$ cat src/hdl/cobsfd_pkg.sv
// Package with the constants and status codes of the COBS frame decoder.
package cobsfd_pkg;

   localparam int unsigned BYTE_W   = 8;
   localparam int unsigned LEN_W    = 13;
   localparam int unsigned STATUS_W = 2;

   localparam logic [BYTE_W-1:0] CODE_MAX      = 8'hFF;
   localparam logic [LEN_W-1:0]  COUNT_MAX     = 13'h1FFF;
   localparam logic [LEN_W-1:0]  MAX_LEN_RESET = 13'd256;

   typedef enum logic [STATUS_W-1:0] {
      STATUS_GOOD      = 2'd0,
      STATUS_SYNC_LOST = 2'd1,
      STATUS_EMPTY     = 2'd2
   } status_type;

endpackage

$ cat src/hdl/cobs_frame_decoder_core.sv
// COBS frame decoder: one coded byte in per word, at most one decoded word out.
//
// The req_ channel takes one coded byte per word; a zero byte is the frame
// delimiter. The rsp_ channel returns decoded data bytes, and for every
// delimiter one end-of-frame word with rsp_frame_end high and a status of
// ok, synchro lost (delimiter inside a group, or the frame too long) or
// empty frame. Code bytes that owe no decoded zero produce no word.
// The csr_ channel writes the length limit, which counts two bytes of
// overhead; write it only while no frame traffic is in flight.
// The word caused by an accepted byte is shown on rsp_ in the cycle after it is
// accepted. Throughput is one byte per cycle while the receiver keeps up, set by
// the single decode stage in front of the result register; req_ready stays
// high while the result register is empty or is being drained this cycle.
// When the receiver stalls, the pending word holds and req_ready drops until
// it is taken. Synchronous reset clears the frame state, empties the result
// register and restores the length limit to 256.
module cobs_frame_decoder_core
   import cobsfd_pkg::*;
(
   input  logic                clock,
   input  logic                reset,
   // coded byte input
   input  logic                req_valid,
   output logic                req_ready,
   input  logic [BYTE_W-1:0]   req_in_byte,
   // decoded word output
   output logic                rsp_valid,
   input  logic                rsp_ready,
   output logic [BYTE_W-1:0]   rsp_out_byte,
   output logic                rsp_frame_end,
   output logic [STATUS_W-1:0] rsp_status,
   // length limit register
   input  logic                csr_valid,
   output logic                csr_ready,
   input  logic [LEN_W-1:0]    csr_max_decoded_length
);

   // Frame state.
   logic [BYTE_W-1:0] group_left_ff, group_left_in;
   logic              prev_max_ff, prev_max_in;
   logic              started_ff, started_in;
   logic [LEN_W-1:0]  count_ff, count_in;
   logic [LEN_W-1:0]  max_len_ff, max_len_in;

   // Result register.
   logic              out_valid_ff, out_valid_in;
   logic [BYTE_W-1:0] out_byte_ff, out_byte_in;
   logic              out_end_ff, out_end_in;
   status_type        out_status_ff, out_status_in;

   logic              req_fire;
   logic              has_result;
   logic [LEN_W-1:0]  count_inc;
   logic              too_long;

   // The register is always free to take a write.
   assign csr_ready  = 1'b1;
   assign max_len_in = csr_valid ? csr_max_decoded_length : max_len_ff;

   // A new byte may enter whenever the pending word leaves in the same cycle.
   assign req_ready = !out_valid_ff || rsp_ready;
   assign req_fire  = req_valid && req_ready;

   // The decoded byte count saturates rather than wrapping.
   assign count_inc = (count_ff == COUNT_MAX) ? count_ff : count_ff + 1'b1;
   assign too_long  = ({1'b0, count_ff} + 14'd2) > {1'b0, max_len_ff};

   // Decode step: next frame state and the word this byte produces.
   always_comb begin
      group_left_in = group_left_ff;
      prev_max_in   = prev_max_ff;
      started_in    = started_ff;
      count_in      = count_ff;
      has_result    = 1'b0;
      out_byte_in   = '0;
      out_end_in    = 1'b0;
      out_status_in = STATUS_GOOD;
      if (req_in_byte == '0) begin
         // The delimiter closes the frame and returns every frame-state field to reset.
         has_result = 1'b1;
         out_end_in = 1'b1;
         if (!started_ff) begin
            out_status_in = STATUS_EMPTY;
         end else if (group_left_ff != '0 || too_long) begin
            out_status_in = STATUS_SYNC_LOST;
         end
         group_left_in = '0;
         prev_max_in   = 1'b1;
         started_in    = 1'b0;
         count_in      = '0;
      end else if (group_left_ff != '0) begin
         // Data byte inside a group passes through unchanged.
         has_result    = 1'b1;
         out_byte_in   = req_in_byte;
         group_left_in = group_left_ff - 1'b1;
         count_in      = count_inc;
      end else begin
         // Code byte: opens a new group and may first emit the zero that
         // ended the previous group. A maximal code owes no zero.
         has_result    = started_ff && !prev_max_ff;
         group_left_in = req_in_byte - 1'b1;
         prev_max_in   = (req_in_byte == CODE_MAX);
         started_in    = 1'b1;
         if (has_result) begin
            count_in = count_inc;
         end
      end
   end

   // Result valid: loaded by an accepted byte, cleared when the word is taken.
   always_comb begin
      out_valid_in = out_valid_ff;
      if (req_fire) begin
         out_valid_in = has_result;
      end else if (rsp_ready) begin
         out_valid_in = 1'b0;
      end
   end

   always_ff @(posedge clock) begin
      if (reset) begin
         group_left_ff <= '0;
         prev_max_ff   <= 1'b1;
         started_ff    <= 1'b0;
         count_ff      <= '0;
         max_len_ff    <= MAX_LEN_RESET;
         out_valid_ff  <= 1'b0;
      end else begin
         max_len_ff   <= max_len_in;
         out_valid_ff <= out_valid_in;
         if (req_fire) begin
            group_left_ff <= group_left_in;
            prev_max_ff   <= prev_max_in;
            started_ff    <= started_in;
            count_ff      <= count_in;
         end
      end
   end

   // Payload of the result register needs no reset.
   always_ff @(posedge clock) begin
      if (req_fire && has_result) begin
         out_byte_ff   <= out_byte_in;
         out_end_ff    <= out_end_in;
         out_status_ff <= out_status_in;
      end
   end

   assign rsp_valid     = out_valid_ff;
   assign rsp_out_byte  = out_byte_ff;
   assign rsp_frame_end = out_end_ff;
   assign rsp_status    = out_status_ff;

endmodule

$ cat config.mk
export PLATFORM = sky130hd
export DESIGN_NAME = cobs_frame_decoder_core
export DESIGN_NICKNAME = d
export VERILOG_FILES = /design/src/hdl/cobsfd_pkg.sv /design/src/hdl/cobs_frame_decoder_core.sv
export SDC_FILE = /design/constraint.sdc
export NUM_CORES = 1
export LEC_CHECK = 0
export ABC_AREA = 1
export BUFFER_PORTS_ARGS = -buffer_cell sky130_fd_sc_hd__buf_2
export CORE_MARGIN = 3
export CORE_UTILIZATION = 55
export DETAILED_ROUTE_END_ITERATION = 10
export PLACE_DENSITY_LB_ADDON = 0.12
export SLEW_MARGIN = 20
export SYNTH_ARGS = -nofsm -noshare
export SYNTH_HDL_FRONTEND = slang
export SYNTH_SLANG_ARGS = --single-unit
$ cat constraint.sdc
create_clock -name clock -period 3.35 [get_ports clock]
set_clock_uncertainty 0.2 [all_clocks]
set_input_delay 0.335 -clock clock [delete_from_list [all_inputs] [get_ports clock]]
set_output_delay 0.335 -clock clock [all_outputs]
set_load 0.05 [all_outputs]
Word level (Yosys, flattened, before mapping)
Index checks and enable logic that the tools add are counted.
Widths: inputs -> output; s select.
Word-level totals
  bits of input ports: 26
  flip-flop bits (word level): 48
  output and inout bits: 14
Cells by class
  magnitude comparators: 1
  bitwise operators: 1
  reduce and logical (&&, ||, !) cells: 15
  add/sub/neg operators: 4
  mux-type cells: 17
  equality and inequality tests: 3
Operator list (count)
  $mux 13: 4
  $mux 8: 2
  $sub 8x1->8 const B: 2
  $add 13x2->14 const B: 1
  $gt 14x13->1: 1
  $add 13x1->13 const B: 1
  $eq 13x13->1 const B: 1
  $mux 1: 10
  $eq 8x8->1 const B: 1
  $logic_not 8->1: 1
  $reduce_bool 8->1: 1
  $reduce_and 2->1: 3
  $logic_and 1x1->1: 3
  $reduce_bool 3->1: 1
  $logic_not 1->1: 2
  $logic_or 1x1->1: 2
  $mux 2: 1
  $ne 2x2->1 const B: 1
  $reduce_bool 2->1: 1
  $reduce_or 2->1: 1
  $not 1->1: 1

Longest topological paths before layout
  depth after elaboration: 5
  depth in mapped cells: 16
  gate-level depth less buffers: 16

Worst setup path before layout
No wires, ideal clock.
  path kind: flip-flop to flip-flop
  start: register count_ff[1]
  end: register out_status_ff[0], in the netlist rsp_status[0] (data pin)
  library setup time: 0.256 ns
  data required time: 2.894 ns
  arrival: 1.894 ns
  setup slack: 1.000 ns
  cell stages (with the launch flop): 13
  cells stage by stage: dfxtp_1 -> ha_1 -> inv_1 -> nor2_1 -> nand2_1 -> xnor2_1 -> ha_1 -> a21oi_1 -> o21ai_0 -> a31oi_1 -> nand2_1 -> nand2_1 -> a21oi_1
Between the ends
  longest elaborated chain between the ends: 4
Ends and longest elaborated chain
  from (decl): line cobs_frame_decoder_core.sv:42  | logic [LEN_W-1:0] count_ff, count_in;
  from (signal assigned): line cobs_frame_decoder_core.sv:135  | count_ff <= count_in;
  $add 13x2->14: line cobs_frame_decoder_core.sv:66  | assign too_long = ({1'b0, count_ff} + 14'd2) > {1'b0, max_len_ff};
  $gt 14x13->1: line cobs_frame_decoder_core.sv:66
  $logic_or 1x1->1: line cobs_frame_decoder_core.sv:84  | end else if (group_left_ff != '0 || too_long) begin
  $mux 1: line cobs_frame_decoder_core.sv:84
  to (signal assigned): line cobs_frame_decoder_core.sv:145  | out_status_ff <= out_status_in;
  to (decl): line cobs_frame_decoder_core.sv:49  | status_type out_status_ff, out_status_in;
No other way between the ends.
A chain may end at the register's enable or synchronous reset.

Worst setup path in the final report
  start: register count_ff[5]
  end: register out_status_ff[0], in the netlist rsp_status[0] (data pin)
Same word-level chain as after synthesis.

==> results.txt <==
RSZ-0062 raised after global routing - false
number of core rows - 25
Post-synth EDFFs - 11
worst-skew pair later-pin latency - 300 ps
VDD IR max - 0.000479 V
drt wl/cell - 12.2 um
Initial Util - 58.7%
Hold Crit Depth - 3
root buffer cell - clkbuf_8
period utilization - 80.6%
Max Cap Violations - 0
post-synthesis sequential area ratio - 37.4%
critical path cell sequence - nand2_1, nor3_2, nand2_1, nor2_1, nand3_1, xor2_1, inv_1, ha_1, inv_1, o211ai_1, a31oi_1, nand2_1, nand2_1, a21oi_1
worst-case reg-to-reg path depth - 14
Final HPWL DP - 4.54 mm
Synth Flop Type - dfxtp_1
Slowest-stage cell, CP - dfxtp_1
WP depth - 14
CP max FO - 5
placed inst area - 0.00307 mm^2
Routed WL - 6.04 mm
Initial DRC Count - 175
Startpoint Class - register
reg2reg start - count_ff[5]$_SDFFE_PP0P_
CTS clk-pin slew, worst paths - 90 ps
endpoint class of the critical path - register
final net count - 470
synthesized cell area - 0.00287 mm^2
Syn Inst Count - 394
final setup fails - 0
cts hold-fix bufs - 0
yosys warns - 0
Layout area overhead - 10.9%
Via Count - 2505
global-route wire length before repair - 10.2 mm
Setup CP Type - register to register
Worst-Margin Slew - 548 ps
Required @ worst endpoint - 3190 ps
gpl congestion - 0.902
Core Box Area - 0.00488 mm^2
status - completed
die height - 78.2 um
max incr delay on CP - 460 ps
Num CTS Buffers - 5
buffer and inverter count on the worst path - 2
vias in the first global route - 2231
endpoints failing hold - 0
Die X - 78.2 um
share of layout cells above drive strength 1 - 15.6%
Clock Sink Count - 48
Routed Antenna Nets - 0
max-slew violations - 0
delay-heaviest family, CP - simple AND/OR/NAND/NOR gates
Max-slew headroom - 63.4%
CP startpoint - count_ff[5]$_SDFFE_PP0P_
post-synth cell types - 38
post-synthesis sequential element count - 48
Clock Tree Buf Depth - 2
drt first pass iters - 5
antenna violations before repair - 0
ys async rst share - 0%
syn_nets - 436
leakage power figure - 1.41 nW
Hold Crit Class - primary input to register
postcts setup bufs - 0
PD cells - 718 mW/mm^2
crit path DAT - 2540 ps
Ant. Diodes - 0
# IOs - 40
TNS Setup - 0 ps
largest net degree at the start of global routing - 24
cell mode on critical path - nand2_1
crit path time final - 2700 ps
Overflow after GRT - 0
syn_area_per_cell - 7.27 um^2
CTS HTree Levels - 2
Gates resized, CTS repair - 0
achievable frequency - 370 MHz
Remaining DRCs - 0
die area - 0.00611 mm^2
number of I/O port buffers - 38
GRT Total Usage - 21.0%
via-per-instance ratio - 5.05
post-route cell area - 0.00318 mm^2
hold_sp - csr_max_decoded_length[0]
CTS tree - done
-- metrics by stage --
stage	setup slack (ps)	util, %	power, mW	instances	hold WS [ps]
global placement	847	62.9	1.86	488	251
global route	414	65.1	2.46	496	60.0
finish	650	65.1	2.28	496	53.2
detailed placement	742	62.9	1.87	488	257
CTS	712	65.1	2.29	496	48.2
floorplan	1000	-	1.70	394	237
-- Yosys cell counts, types with 2 or more instances --
master,number,area share (%)
dfxtp_1,37,26
o21ai_0,25,4.4
xnor2_1,6,1.8
a21oi_1,33,5.8
nor2_1,55,7.2
nand2_2,3,0.66
a21oi_2,11,3.4
ha_1,16,7.0
nand3_1,15,2.6
clkbuf_2,2,0.35
nor2_2,2,0.44
o211ai_1,2,0.52
nand4_1,6,1.3
nand2_1,77,10
clkbuf_1,5,0.66
inv_1,57,7.5
edfxtp_1,11,12
xor2_1,11,3.4
-- worst paths after layout --
kind	endpoint	slack, ps
worst max-delay path	rsp_status[0]$_SDFFCE_PN0P_	650
worst min-delay path	max_len_ff[0]$_SDFFE_PP0P_	50
worst max register to register	rsp_status[0]$_SDFFCE_PN0P_	650
worst min register to register	max_len_ff[1]$_SDFFE_PP0P_	270
-- registers in the layout, indices dropped and copies added (netlist names) --
| register | cells |
|---|---|
| count_ff | 13 |
| max_len_ff | 13 |
| group_left_ff | 8 |
| rsp_out_byte | 8 |
| rsp_status | 2 |
| prev_max_ff | 1 |
| rsp_frame_end | 1 |
| rsp_valid | 1 |
| started_ff | 1 |
-- metal layers --
layer,up-vias,part of all wire (%),routed length (um),GRT usage [%]
met2,74,42,2560,31.5
met4,0,1.3,78,6.82
met3,7,5.9,359,4.13
met5,-,0,0,0
met1,1092,50,3040,30.2
li1,1332,-,-,-
-- where the power goes --
| group | total, mW | leakage [nW] | internal (mW) | switching (mW) |
|---|---|---|---|---|
| combinational | 1.05 | 0.952 | 0.279 | 0.776 |
| clock | 0.411 | 0.0524 | 0.223 | 0.187 |
| sequential | 0.815 | 0.411 | 0.752 | 0.0638 |
| total | 2.28 | 1.41 | 1.25 | 1.03 |
-- cells in the final DEF, fill, tap and decap left out, drive strengths merged, types with 2 or more instances in the layout --
cell type,n
dfxtp,37
o211ai,2
clkbuf,7
a21oi,45
edfxtp,11
nor3,2
nand2,81
o21ai,26
nand4,6
inv,58
xor2,11
xnor2,6
nand3,16
nor2,57
ha,16
buf,39
-- final cells by class --
class / count / area [um^2]
fillers: 458 / 1700
inverters: 58 / 218
well taps: 67 / 83.8
clock inverters: 1 / 30.0
clock buffers: 7 / 76.3
flip-flops and latches: 48 / 1070
repair buffers: 39 / 198
multi-input cells: 276 / 1500
-- kinds of logic (layout without fill, tap and decap cells) --
kind of cell / count (synthesis) / in the layout / share of synthesized area (%)
buffers and inverters: 70 / 105 / 10.3
adder cells (fa/ha/maj): 16 / 16 / 6.99
other: 1 / 1 / 0.131
AO/OA/AOI/OAI: 76 / 76 / 15.5
XOR/XNOR: 17 / 17 / 5.20
flip-flops: 48 / 48 / 37.4
AND/OR/NAND/NOR: 166 / 166 / 24.5
-- tightest hold or removal path: cells and delay by family --
| kind | cells | cell delay (ps) |
|---|---|---|
| and+or+nand+nor | 2 | 110 |
| buffers and inverters | 1 | 70 |
Power figures use the tool's default switching activity.
